`src/hdl/dmm_pkg.sv`:
```
// Shared constants, item codes and controller/datapath interface types
// for the dense matrix multiply core. No dependencies.
`timescale 1ns / 1ps

package dmm_pkg;

   // Store geometry and element format.
   localparam int MAX_DIM       = 8;
   localparam int ELEMENT_WIDTH = 16;
   localparam int IDX_W         = (MAX_DIM > 1) ? $clog2(MAX_DIM) : 1;
   localparam int DIM_W         = $clog2(MAX_DIM + 1);
   localparam int STORE_DEPTH   = MAX_DIM * MAX_DIM;
   localparam int ADDR_W        = (STORE_DEPTH > 1) ? $clog2(STORE_DEPTH) : 1;

   // Arithmetic widths: exact product, exact sum of up to MAX_DIM products.
   localparam int PROD_W  = 2 * ELEMENT_WIDTH;
   localparam int ACC_W   = PROD_W + $clog2(MAX_DIM + 1) + 1;
   localparam int RESULT_W = 32;

   // Fixed field widths of the words on the ports.
   localparam int KIND_W    = 2;
   localparam int POS_W     = 3;
   localparam int VALUE_W   = 16;
   localparam int CFG_W     = 4;
   localparam int CSR_IDX_W = 2;
   localparam int REQ_DATA_W = 24;   // 3 + 3 + 16 packed, padded to bytes
   localparam int RSP_DATA_W = 40;   // 3 + 3 + 32 packed, padded to bytes

   typedef enum logic [KIND_W-1:0] {
      KIND_LOAD_LEFT  = 2'd0,
      KIND_LOAD_RIGHT = 2'd1,
      KIND_START      = 2'd2,
      KIND_NONE       = 2'd3
   } kind_type;

   typedef enum logic [CSR_IDX_W-1:0] {
      CSR_ROWS_M  = 2'd0,
      CSR_INNER_N = 2'd1,
      CSR_COLS_P  = 2'd2,
      CSR_UNUSED  = 2'd3
   } csr_index_type;

   // Commands from the controller to the datapath.
   typedef struct packed {
      logic              wr_left;
      logic              wr_right;
      logic [ADDR_W-1:0] wr_addr;
      logic              rd_en;
      logic [ADDR_W-1:0] rd_left_addr;
      logic [ADDR_W-1:0] rd_right_addr;
      logic              acc_clear;
      logic              out_load;
      logic [POS_W-1:0]  out_row;
      logic [POS_W-1:0]  out_col;
      logic              out_last;
   } dmm_cmd_type;

   // Status from the datapath to the controller.
   typedef struct packed {
      logic out_free;
   } dmm_status_type;

   // Register values above MAX_DIM act as MAX_DIM.
   function automatic logic [DIM_W-1:0] clamp_dim(input logic [CFG_W-1:0] value);
      if (32'(value) > 32'(MAX_DIM)) begin
         return DIM_W'(MAX_DIM);
      end
      return DIM_W'(value);
   endfunction

   // Flat store address of an element.
   function automatic logic [ADDR_W-1:0] store_addr(input logic [IDX_W-1:0] row,
                                                    input logic [IDX_W-1:0] col);
      return ADDR_W'(ADDR_W'(row) * ADDR_W'(MAX_DIM) + ADDR_W'(col));
   endfunction

endpackage

```
`src/hdl/dmm_ctrl.sv`:
```
// Controller of the dense matrix multiply core: dimension registers and the
// sequencer over result elements and inner terms. Depends on dmm_pkg.
`timescale 1ns / 1ps

module dmm_ctrl (
   input  logic                            clock,
   input  logic                            reset,
   input  logic                            csr_we,
   input  logic [dmm_pkg::CSR_IDX_W-1:0]   csr_index,
   input  logic [dmm_pkg::CFG_W-1:0]       csr_wdata,
   input  logic                            req_accept,
   input  logic [dmm_pkg::KIND_W-1:0]      req_kind,
   input  logic [dmm_pkg::POS_W-1:0]       req_row,
   input  logic [dmm_pkg::POS_W-1:0]       req_col,
   output logic                            req_ready,
   output dmm_pkg::dmm_cmd_type            cmd,
   input  dmm_pkg::dmm_status_type         status
);

   typedef enum logic [1:0] {
      ST_IDLE,
      ST_ISSUE,
      ST_DRAIN,
      ST_EMIT
   } state_type;

   state_type                      state_ff, state_in;
   logic [dmm_pkg::CFG_W-1:0]      rows_ff, rows_in;
   logic [dmm_pkg::CFG_W-1:0]      inner_ff, inner_in;
   logic [dmm_pkg::CFG_W-1:0]      cols_ff, cols_in;
   logic [dmm_pkg::DIM_W-1:0]      m_ff, m_in, n_ff, n_in, p_ff, p_in;
   logic [dmm_pkg::IDX_W-1:0]      i_ff, i_in, j_ff, j_in, k_ff, k_in;
   logic                           drain_ff, drain_in;

   logic                           load_in_range;
   logic                           last_k, last_j, last_i;
   logic [dmm_pkg::DIM_W-1:0]      m_start, n_start, p_start;

   assign m_start = dmm_pkg::clamp_dim(rows_ff);
   assign n_start = dmm_pkg::clamp_dim(inner_ff);
   assign p_start = dmm_pkg::clamp_dim(cols_ff);

   assign load_in_range = (32'(req_row) < 32'(dmm_pkg::MAX_DIM)) &&
                          (32'(req_col) < 32'(dmm_pkg::MAX_DIM));

   assign last_k = (dmm_pkg::DIM_W'(k_ff) + dmm_pkg::DIM_W'(1)) == n_ff;
   assign last_j = (dmm_pkg::DIM_W'(j_ff) + dmm_pkg::DIM_W'(1)) == p_ff;
   assign last_i = (dmm_pkg::DIM_W'(i_ff) + dmm_pkg::DIM_W'(1)) == m_ff;

   assign req_ready = (state_ff == ST_IDLE);

   always_comb begin
      cmd               = '0;
      cmd.wr_addr       = dmm_pkg::store_addr(dmm_pkg::IDX_W'(req_row),
                                              dmm_pkg::IDX_W'(req_col));
      cmd.wr_left       = req_accept && load_in_range &&
                          (req_kind == dmm_pkg::KIND_LOAD_LEFT);
      cmd.wr_right      = req_accept && load_in_range &&
                          (req_kind == dmm_pkg::KIND_LOAD_RIGHT);
      cmd.rd_en         = (state_ff == ST_ISSUE) && (n_ff != '0);
      cmd.rd_left_addr  = dmm_pkg::store_addr(i_ff, k_ff);
      cmd.rd_right_addr = dmm_pkg::store_addr(k_ff, j_ff);
      cmd.acc_clear     = req_accept && (req_kind == dmm_pkg::KIND_START);
      cmd.out_load      = (state_ff == ST_EMIT) && status.out_free;
      cmd.out_row       = dmm_pkg::POS_W'(i_ff);
      cmd.out_col       = dmm_pkg::POS_W'(j_ff);
      cmd.out_last      = last_i && last_j;
   end

   always_comb begin
      state_in = state_ff;
      rows_in  = rows_ff;
      inner_in = inner_ff;
      cols_in  = cols_ff;
      m_in     = m_ff;
      n_in     = n_ff;
      p_in     = p_ff;
      i_in     = i_ff;
      j_in     = j_ff;
      k_in     = k_ff;
      drain_in = drain_ff;

      if (csr_we) begin
         case (csr_index)
            dmm_pkg::CSR_ROWS_M:  rows_in  = csr_wdata;
            dmm_pkg::CSR_INNER_N: inner_in = csr_wdata;
            dmm_pkg::CSR_COLS_P:  cols_in  = csr_wdata;
            default: ;
         endcase
      end

      case (state_ff)
         ST_IDLE: begin
            if (req_accept && (req_kind == dmm_pkg::KIND_START) &&
                (m_start != '0) && (p_start != '0)) begin
               m_in     = m_start;
               n_in     = n_start;
               p_in     = p_start;
               i_in     = '0;
               j_in     = '0;
               k_in     = '0;
               state_in = ST_ISSUE;
            end
         end
         ST_ISSUE: begin
            if (n_ff == '0) begin
               state_in = ST_EMIT;
            end else if (last_k) begin
               k_in     = '0;
               drain_in = 1'b0;
               state_in = ST_DRAIN;
            end else begin
               k_in = k_ff + dmm_pkg::IDX_W'(1);
            end
         end
         ST_DRAIN: begin
            // Wait while the read data, then the product, reach the accumulator.
            drain_in = 1'b1;
            if (drain_ff) begin
               state_in = ST_EMIT;
            end
         end
         ST_EMIT: begin
            if (status.out_free) begin
               if (last_i && last_j) begin
                  state_in = ST_IDLE;
               end else if (last_j) begin
                  j_in     = '0;
                  i_in     = i_ff + dmm_pkg::IDX_W'(1);
                  state_in = ST_ISSUE;
               end else begin
                  j_in     = j_ff + dmm_pkg::IDX_W'(1);
                  state_in = ST_ISSUE;
               end
            end
         end
         default: state_in = ST_IDLE;
      endcase
   end

   always_ff @(posedge clock) begin
      if (reset) begin
         state_ff <= ST_IDLE;
         rows_ff  <= dmm_pkg::CFG_W'(8);
         inner_ff <= dmm_pkg::CFG_W'(8);
         cols_ff  <= dmm_pkg::CFG_W'(8);
         m_ff     <= '0;
         n_ff     <= '0;
         p_ff     <= '0;
         i_ff     <= '0;
         j_ff     <= '0;
         k_ff     <= '0;
         drain_ff <= 1'b0;
      end else begin
         state_ff <= state_in;
         rows_ff  <= rows_in;
         inner_ff <= inner_in;
         cols_ff  <= cols_in;
         m_ff     <= m_in;
         n_ff     <= n_in;
         p_ff     <= p_in;
         i_ff     <= i_in;
         j_ff     <= j_in;
         k_ff     <= k_in;
         drain_ff <= drain_in;
      end
   end

endmodule

```
`src/hdl/dmm_datapath.sv`:
```
// Datapath of the dense matrix multiply core: element stores, multiplier,
// accumulator, saturation and the result output register. Depends on dmm_pkg.
`timescale 1ns / 1ps

module dmm_datapath (
   input  logic                              clock,
   input  logic                              reset,
   input  logic [dmm_pkg::VALUE_W-1:0]       req_value,
   input  dmm_pkg::dmm_cmd_type              cmd,
   output dmm_pkg::dmm_status_type           status,
   output logic                              rsp_valid,
   input  logic                              rsp_ready,
   output logic [dmm_pkg::POS_W-1:0]         rsp_row,
   output logic [dmm_pkg::POS_W-1:0]         rsp_col,
   output logic [dmm_pkg::RESULT_W-1:0]      rsp_value,
   output logic                              rsp_sat,
   output logic                              rsp_last
);

   logic signed [dmm_pkg::ELEMENT_WIDTH-1:0] left_mem  [dmm_pkg::STORE_DEPTH];
   logic signed [dmm_pkg::ELEMENT_WIDTH-1:0] right_mem [dmm_pkg::STORE_DEPTH];

   logic signed [dmm_pkg::ELEMENT_WIDTH-1:0] left_rd_ff, right_rd_ff;
   logic                                     rd_valid_ff;
   logic signed [dmm_pkg::PROD_W-1:0]        prod_ff, prod_in;
   logic                                     prod_valid_ff;
   logic signed [dmm_pkg::ACC_W-1:0]         acc_ff, acc_in;

   logic                                     out_valid_ff, out_valid_in;
   logic [dmm_pkg::POS_W-1:0]                out_row_ff, out_col_ff;
   logic [dmm_pkg::RESULT_W-1:0]             out_value_ff, out_value_in;
   logic                                     out_sat_ff, out_sat_in;
   logic                                     out_last_ff;

   logic [dmm_pkg::ELEMENT_WIDTH-1:0]        wr_element;
   logic [dmm_pkg::ACC_W-dmm_pkg::RESULT_W:0] acc_top;

   assign wr_element = req_value[dmm_pkg::ELEMENT_WIDTH-1:0];

   always_ff @(posedge clock) begin
      if (cmd.wr_left) begin
         left_mem[cmd.wr_addr] <= wr_element;
      end
      left_rd_ff <= left_mem[cmd.rd_left_addr];
   end

   always_ff @(posedge clock) begin
      if (cmd.wr_right) begin
         right_mem[cmd.wr_addr] <= wr_element;
      end
      right_rd_ff <= right_mem[cmd.rd_right_addr];
   end

   assign prod_in = left_rd_ff * right_rd_ff;

   always_comb begin
      acc_in = acc_ff;
      if (cmd.acc_clear || cmd.out_load) begin
         acc_in = '0;
      end else if (prod_valid_ff) begin
         acc_in = acc_ff + {{(dmm_pkg::ACC_W - dmm_pkg::PROD_W){prod_ff[dmm_pkg::PROD_W-1]}},
                            prod_ff};
      end
   end

   // The sum fits the result when all bits from the result's sign upward agree.
   assign acc_top = acc_ff[dmm_pkg::ACC_W-1:dmm_pkg::RESULT_W-1];

   always_comb begin
      out_sat_in   = !((&acc_top) || !(|acc_top));
      out_value_in = acc_ff[dmm_pkg::RESULT_W-1:0];
      if (out_sat_in) begin
         out_value_in = acc_ff[dmm_pkg::ACC_W-1] ?
                        {1'b1, {(dmm_pkg::RESULT_W-1){1'b0}}} :
                        {1'b0, {(dmm_pkg::RESULT_W-1){1'b1}}};
      end
   end

   always_comb begin
      out_valid_in = out_valid_ff;
      if (cmd.out_load) begin
         out_valid_in = 1'b1;
      end else if (rsp_ready) begin
         out_valid_in = 1'b0;
      end
   end

   assign status.out_free = !out_valid_ff || rsp_ready;

   always_ff @(posedge clock) begin
      if (reset) begin
         rd_valid_ff   <= 1'b0;
         prod_valid_ff <= 1'b0;
         out_valid_ff  <= 1'b0;
         acc_ff        <= '0;
      end else begin
         rd_valid_ff   <= cmd.rd_en;
         prod_valid_ff <= rd_valid_ff;
         out_valid_ff  <= out_valid_in;
         acc_ff        <= acc_in;
      end
   end

   always_ff @(posedge clock) begin
      prod_ff <= prod_in;
      if (cmd.out_load) begin
         out_row_ff   <= cmd.out_row;
         out_col_ff   <= cmd.out_col;
         out_value_ff <= out_value_in;
         out_sat_ff   <= out_sat_in;
         out_last_ff  <= cmd.out_last;
      end
   end

   assign rsp_valid = out_valid_ff;
   assign rsp_row   = out_row_ff;
   assign rsp_col   = out_col_ff;
   assign rsp_value = out_value_ff;
   assign rsp_sat   = out_sat_ff;
   assign rsp_last  = out_last_ff;

endmodule

```
`src/hdl/dense_matrix_multiply_core.sv`:
```
// Top level of the dense matrix multiply core: stream ports, configuration
// port, and the controller and datapath. Depends on dmm_pkg, dmm_ctrl, dmm_datapath.
`timescale 1ns / 1ps

// Channel   Direction  Handshake             Payload
// req_      in         req_tvalid/tready     tuser: kind; tdata: row, col, element
// rsp_      out        rsp_tvalid/tready     tuser: saturated; tdata: row, col,
//                                            product; tlast: final element
// csr_      in         csr_we (no wait)      csr_index, csr_wdata
//
// A load word writes one element of a store.
// A start word occupies the block until every result element is done: each result
// element issues n reads through the single read port of each store, then waits
// for the multiplier and accumulator to take in the last term, then goes into the
// output register. With n of zero an element skips the reads and the wait.
// Reset is synchronous and active high; it sets all three dimensions to eight.
// A stalled result word holds the sequencer only when the next element is ready.

module dense_matrix_multiply_core (
   input  logic                                clock,
   input  logic                                reset,
   // Configuration write port.
   input  logic                                csr_we,
   input  logic [dmm_pkg::CSR_IDX_W-1:0]       csr_index,
   input  logic [dmm_pkg::CFG_W-1:0]           csr_wdata,
   // Input words.
   input  logic                                req_tvalid,
   output logic                                req_tready,
   // req_tdata, from bit 0: row_index[2:0], col_index[5:3],
   // element_value[21:6], zero padding[23:22].
   input  logic [dmm_pkg::REQ_DATA_W-1:0]      req_tdata,
   // req_tuser: kind[1:0].
   input  logic [dmm_pkg::KIND_W-1:0]          req_tuser,
   // Result words.
   output logic                                rsp_tvalid,
   input  logic                                rsp_tready,
   // rsp_tdata, from bit 0: out_row[2:0], out_col[5:3],
   // product_value[37:6], zero padding[39:38].
   output logic [dmm_pkg::RSP_DATA_W-1:0]      rsp_tdata,
   // rsp_tuser: saturated[0].
   output logic                                rsp_tuser,
   output logic                                rsp_tlast
);

   localparam int COL_LO   = dmm_pkg::POS_W;
   localparam int VALUE_LO = 2 * dmm_pkg::POS_W;
   localparam int RSP_USED = VALUE_LO + dmm_pkg::RESULT_W;

   dmm_pkg::dmm_cmd_type              cmd;
   dmm_pkg::dmm_status_type           status;
   logic                              req_accept;
   logic [dmm_pkg::POS_W-1:0]         rsp_row, rsp_col;
   logic [dmm_pkg::RESULT_W-1:0]      rsp_value;

   assign req_accept = req_tvalid && req_tready;

   dmm_ctrl u_ctrl (
      .clock      (clock),
      .reset      (reset),
      .csr_we     (csr_we),
      .csr_index  (csr_index),
      .csr_wdata  (csr_wdata),
      .req_accept (req_accept),
      .req_kind   (req_tuser),
      .req_row    (req_tdata[COL_LO-1:0]),
      .req_col    (req_tdata[VALUE_LO-1:COL_LO]),
      .req_ready  (req_tready),
      .cmd        (cmd),
      .status     (status)
   );

   dmm_datapath u_datapath (
      .clock     (clock),
      .reset     (reset),
      .req_value (req_tdata[VALUE_LO+dmm_pkg::VALUE_W-1:VALUE_LO]),
      .cmd       (cmd),
      .status    (status),
      .rsp_valid (rsp_tvalid),
      .rsp_ready (rsp_tready),
      .rsp_row   (rsp_row),
      .rsp_col   (rsp_col),
      .rsp_value (rsp_value),
      .rsp_sat   (rsp_tuser),
      .rsp_last  (rsp_tlast)
   );

   // Pack the result word; the top bits are padding.
   assign rsp_tdata = {{(dmm_pkg::RSP_DATA_W - RSP_USED){1'b0}}, rsp_value, rsp_col, rsp_row};

endmodule

```
`config.mk`:
```
export PLATFORM = sky130hd
export DESIGN_NAME = dense_matrix_multiply_core
export DESIGN_NICKNAME = d
export VERILOG_FILES = /design/src/hdl/dmm_pkg.sv /design/src/hdl/dmm_ctrl.sv /design/src/hdl/dmm_datapath.sv /design/src/hdl/dense_matrix_multiply_core.sv
export SDC_FILE = /design/constraint.sdc
export NUM_CORES = 2
export LEC_CHECK = 0
export BUFFER_PORTS_ARGS = -buffer_cell sky130_fd_sc_hd__buf_2
export CORE_ASPECT_RATIO = 0.7
export CORE_MARGIN = 3
export CORE_UTILIZATION = 50
export CTS_CLUSTER_DIAMETER = 40
export CTS_CLUSTER_SIZE = 16
export DETAILED_ROUTE_END_ITERATION = 7
export MAX_ROUTING_LAYER = met4
export PLACE_DENSITY = 0.65
export SYNTH_ARGS = -nofsm -noshare
export SYNTH_HDL_FRONTEND = slang
export SYNTH_SLANG_ARGS = --single-unit
```
`constraint.sdc`:
```
create_clock -name clock -period 8.4 [get_ports clock]
set_clock_uncertainty 0.1 [all_clocks]
set_input_delay 0.42 -clock clock [delete_from_list [all_inputs] [get_ports clock]]
set_output_delay 0.42 -clock clock [all_outputs]
set_load 0.005 [all_outputs]
```
==> summary.md <==
| Metric | Value |
|---|---|
| Total design power | `41.5 mW` |
| Total of warnings raised by yosys | `0` |
| Final Core Density | `0.564` |
| Worst-case setup slack after placement | `1.46 ns` |
| Met3 Resource Use GR | `0.0525` |
| IR Drop Worst-Case VDD | `0.00124 V` |
| Number of clock sinks | `2228` |
| Input/output buffers | `76` |
| Area after DPL | `101000 um^2` |
| Overall fraction of global-route tracks in use | `0.244` |
| Number of buffers created by CTS | `208` |
| Final number of hold-violating endpoints | `0` |
| Area of the core | `192000 um^2` |
| Global-route met1 utilization | `0.370` |
| Mean instance size in the synthesized netlist | `17.0 um^2` |
| DR pass1 iterations | `5` |
| Setup Viol. Count Final | `0` |
| Max-Cap Viols | `0` |
| CTS tree | `built` |
| Die boundary height | `375 um` |
| Overall die width | `533 um` |
| Type of element launching the critical path | `flip-flop` |
| Post-detail-place hpwl | `144000 um` |
| RePlAce Congestion | `0.837` |
| Met2 GRT Util | `0.345` |
| Post-CTS Resized | `0` |
| Clock latency reported for the late side of the worst-skew pair | `0.86 ns` |
| Post-Route Setup TNS | `0 ns` |
| Per-cell routed wire length | `27.3 um` |
| Proportion of layout cells with a drive suffix above 1 | `0.175` |
| Routed Antenna Nets | `0` |
| First-pass GRT wire length | `350000 um` |
| Final cycle utilization of the critical path | `0.836` |
| Nets | `6345` |
| Final setup slack of the worst path | `1.38 ns` |
| Actual transition at the worst max-transition pin | `1.09 ns` |
| 1st-iter DRT viols | `5915` |
| I/O Pins | `81` |
| Max clock buf depth | `4` |
| Busiest layer in global routing | `met1` |
| Largest driver fanout on the critical path | `16` |
| Non-Filler Instances | `8666` |
| Synth Cell Area | `97100 um^2` |
| Peak Freq | `142 MHz` |
| Final period demand of the worst path | `7.02 ns` |
| Residual overflow from global routing | `0` |
| Data arrival time at the worst-slack endpoint | `7.60 ns` |
| Initial core utilization | `0.506` |
| Routed Wire Length | `237000 um` |
| Relative area change from synthesis to final layout | `11.4%` |
| Register area share after synthesis | `0.675` |
| Type of the most critical hold path | `primary input to flip-flop` |
| Number of flops mapped to enable cells by yosys | `2088` |
| Result of the run | `finished clean` |
| Critical path class | `flip-flop to flip-flop` |
| Unrepaired setup endpoints after global routing | `false` |
| Most used flip-flop cell after synthesis | `edfxtp_1` |
| #FFs+latches synth | `2228` |
| Post-route design area | `108000 um^2` |
| Cell variety after synth | `76` |
| Clock root buffer | `clkbuf_16` |
| PwrDens | `384 nW/um^2` |
| Via count of the first global-routing pass | `51600` |
| Row count | `134` |
| Fraction of synthesis flops using an asynchronous set or reset pin | `0` |
| DRC Markers | `0` |
| Mean number of vias per cell | `6.00` |
| Number of antenna violations at the first check in global routing | `19` |
| Placed cells | `8275` |
| Die Area | `200000 um^2` |
| Worst-case hold slack | `0.0580 ns` |
| Clock-pin transition on the worst setup and hold timing paths | `0.07 ns` |
| Syn Inst Count | `5707` |
| Via Count | `52000` |
| Leak | `35.5 nW` |
| Crit path capture type | `flip-flop` |
| Pin count of the biggest net entering global routing | `120` |
| CP required | `8.98 ns` |
| # H-tree levels | `4` |
| Pins Over Slew Limit | `0` |
| Relative slew slack | `0.254` |
-- cells in the mapped netlist (125+ instances only) --
master | number | area, um^2
clkbuf_1 | 154 | 578
fa_1 | 263 | 5270
mux4_2 | 378 | 8510
mux2i_1 | 364 | 3640
a21oi_1 | 240 | 1200
nor2_1 | 286 | 1070
edfxtp_1 | 2088 | 62700
and2_1 | 128 | 801
ha_1 | 125 | 1560
dfxtp_1 | 140 | 2800
inv_1 | 328 | 1230
nand2_1 | 293 | 1100
-- layout by cell type, fill, tap and decap left out, drive strengths merged, types with 228 or more instances in the layout --
master,count
nor2,286
edfxtp,2088
mux4,378
buf,264
a21oi,242
nand2,293
fa,263
inv,362
clkbuf,228
mux2i,364
-- worst paths after layout --
path / startpoint / end / slack, ns / depth (start not counted)
hold / removal: req_tdata[19] / u_datapath.right_mem[49][13]$_DFFE_PP_ / 0.06 / 1
hold reg to reg: u_datapath.rd_valid_ff$_SDFF_PP0_ / u_datapath.prod_valid_ff$_SDFF_PP0_ / 0.35 / 1
setup reg to reg: u_datapath.right_rd_ff[1]$_DFF_P_ / u_datapath.prod_ff[31]$_DFF_P_ / 1.38 / 20
setup / recovery: u_datapath.right_rd_ff[1]$_DFF_P_ / u_datapath.prod_ff[31]$_DFF_P_ / 1.38 / 20
-- critical path, stage by stage (launching register included) --
cell and delay (ns):
dfxtp_1 0.79, nand2_1 0.22, inv_1 0.19, fa_1 0.55
fa_1 0.90, inv_1 0.13, fa_1 0.44, fa_1 0.54
inv_1 0.05, fa_1 0.53, inv_1 0.05, fa_1 0.48
inv_1 0.04, ha_1 0.36, and3_1 0.20, and3_1 0.26
nand4_1 0.11, a21oi_1 0.30, o41ai_2 0.15, mux2i_1 0.13
a2111oi_1 0.37
-- kinds of logic after synthesis --
kind of cell | share of synthesized area
buf+inv | 0.0263
other cells | 0.0000386
simple gates | 0.0426
compound gates | 0.0471
xor+xnor | 0.00614
fa+ha+maj | 0.0704
flops | 0.675
mux | 0.133
-- power by group --
part	internal (mW)	total (mW)	switching [mW]
Sequential	12.6	12.8	0.189
Combinational	8.26	19.1	10.8
Clock	5.39	9.61	4.22
Total	26.2	41.5	15.2
-- flip-flops by register name, summed over array words and instances, names as in the netlist, 4 cells and up --
name	flops
u_ctrl.n_ff	4
u_ctrl.m_ff	4
u_datapath.right_rd_ff	16
u_ctrl.rows_ff	4
u_datapath.right_mem	1024
u_datapath.rsp_value	32
u_ctrl.p_ff	4
u_datapath.left_mem	1024
u_datapath.left_rd_ff	16
u_ctrl.cols_ff	4
u_datapath.acc_ff	37
u_ctrl.inner_ff	4
u_datapath.prod_ff	32
-- timing repair --
action / 4_1_cts / 5_1_grt
hold endpoints to repair: 369 / 0
setup endpoints to repair: 0 / 0
buffers inserted: 0 / 0
hold buffers: 19 / 0
-- layer usage --
layer / share of wire / vias to the layer above
li1: - / 22400
met1: 0.45 / 27200
met2: 0.44 / 2152
met3: 0.095 / 321
met4: 0.019 / 0
met5: 0 / -
-- layout make-up --
cell class / count / area (um^2)
Fill cell: 14700 / 83700
Sequential cell: 2228 / 65500
Multi-Input combinational cell: 2871 / 29100
Clock buffer: 228 / 5360
Tap cell: 2584 / 3230
Timing Repair Buffer: 283 / 2120
Clock inverter: 130 / 1540
Inverter: 328 / 1230
Antenna cell: 14 / 35.0
No activity file was read; power rests on OpenSTA's default activity.
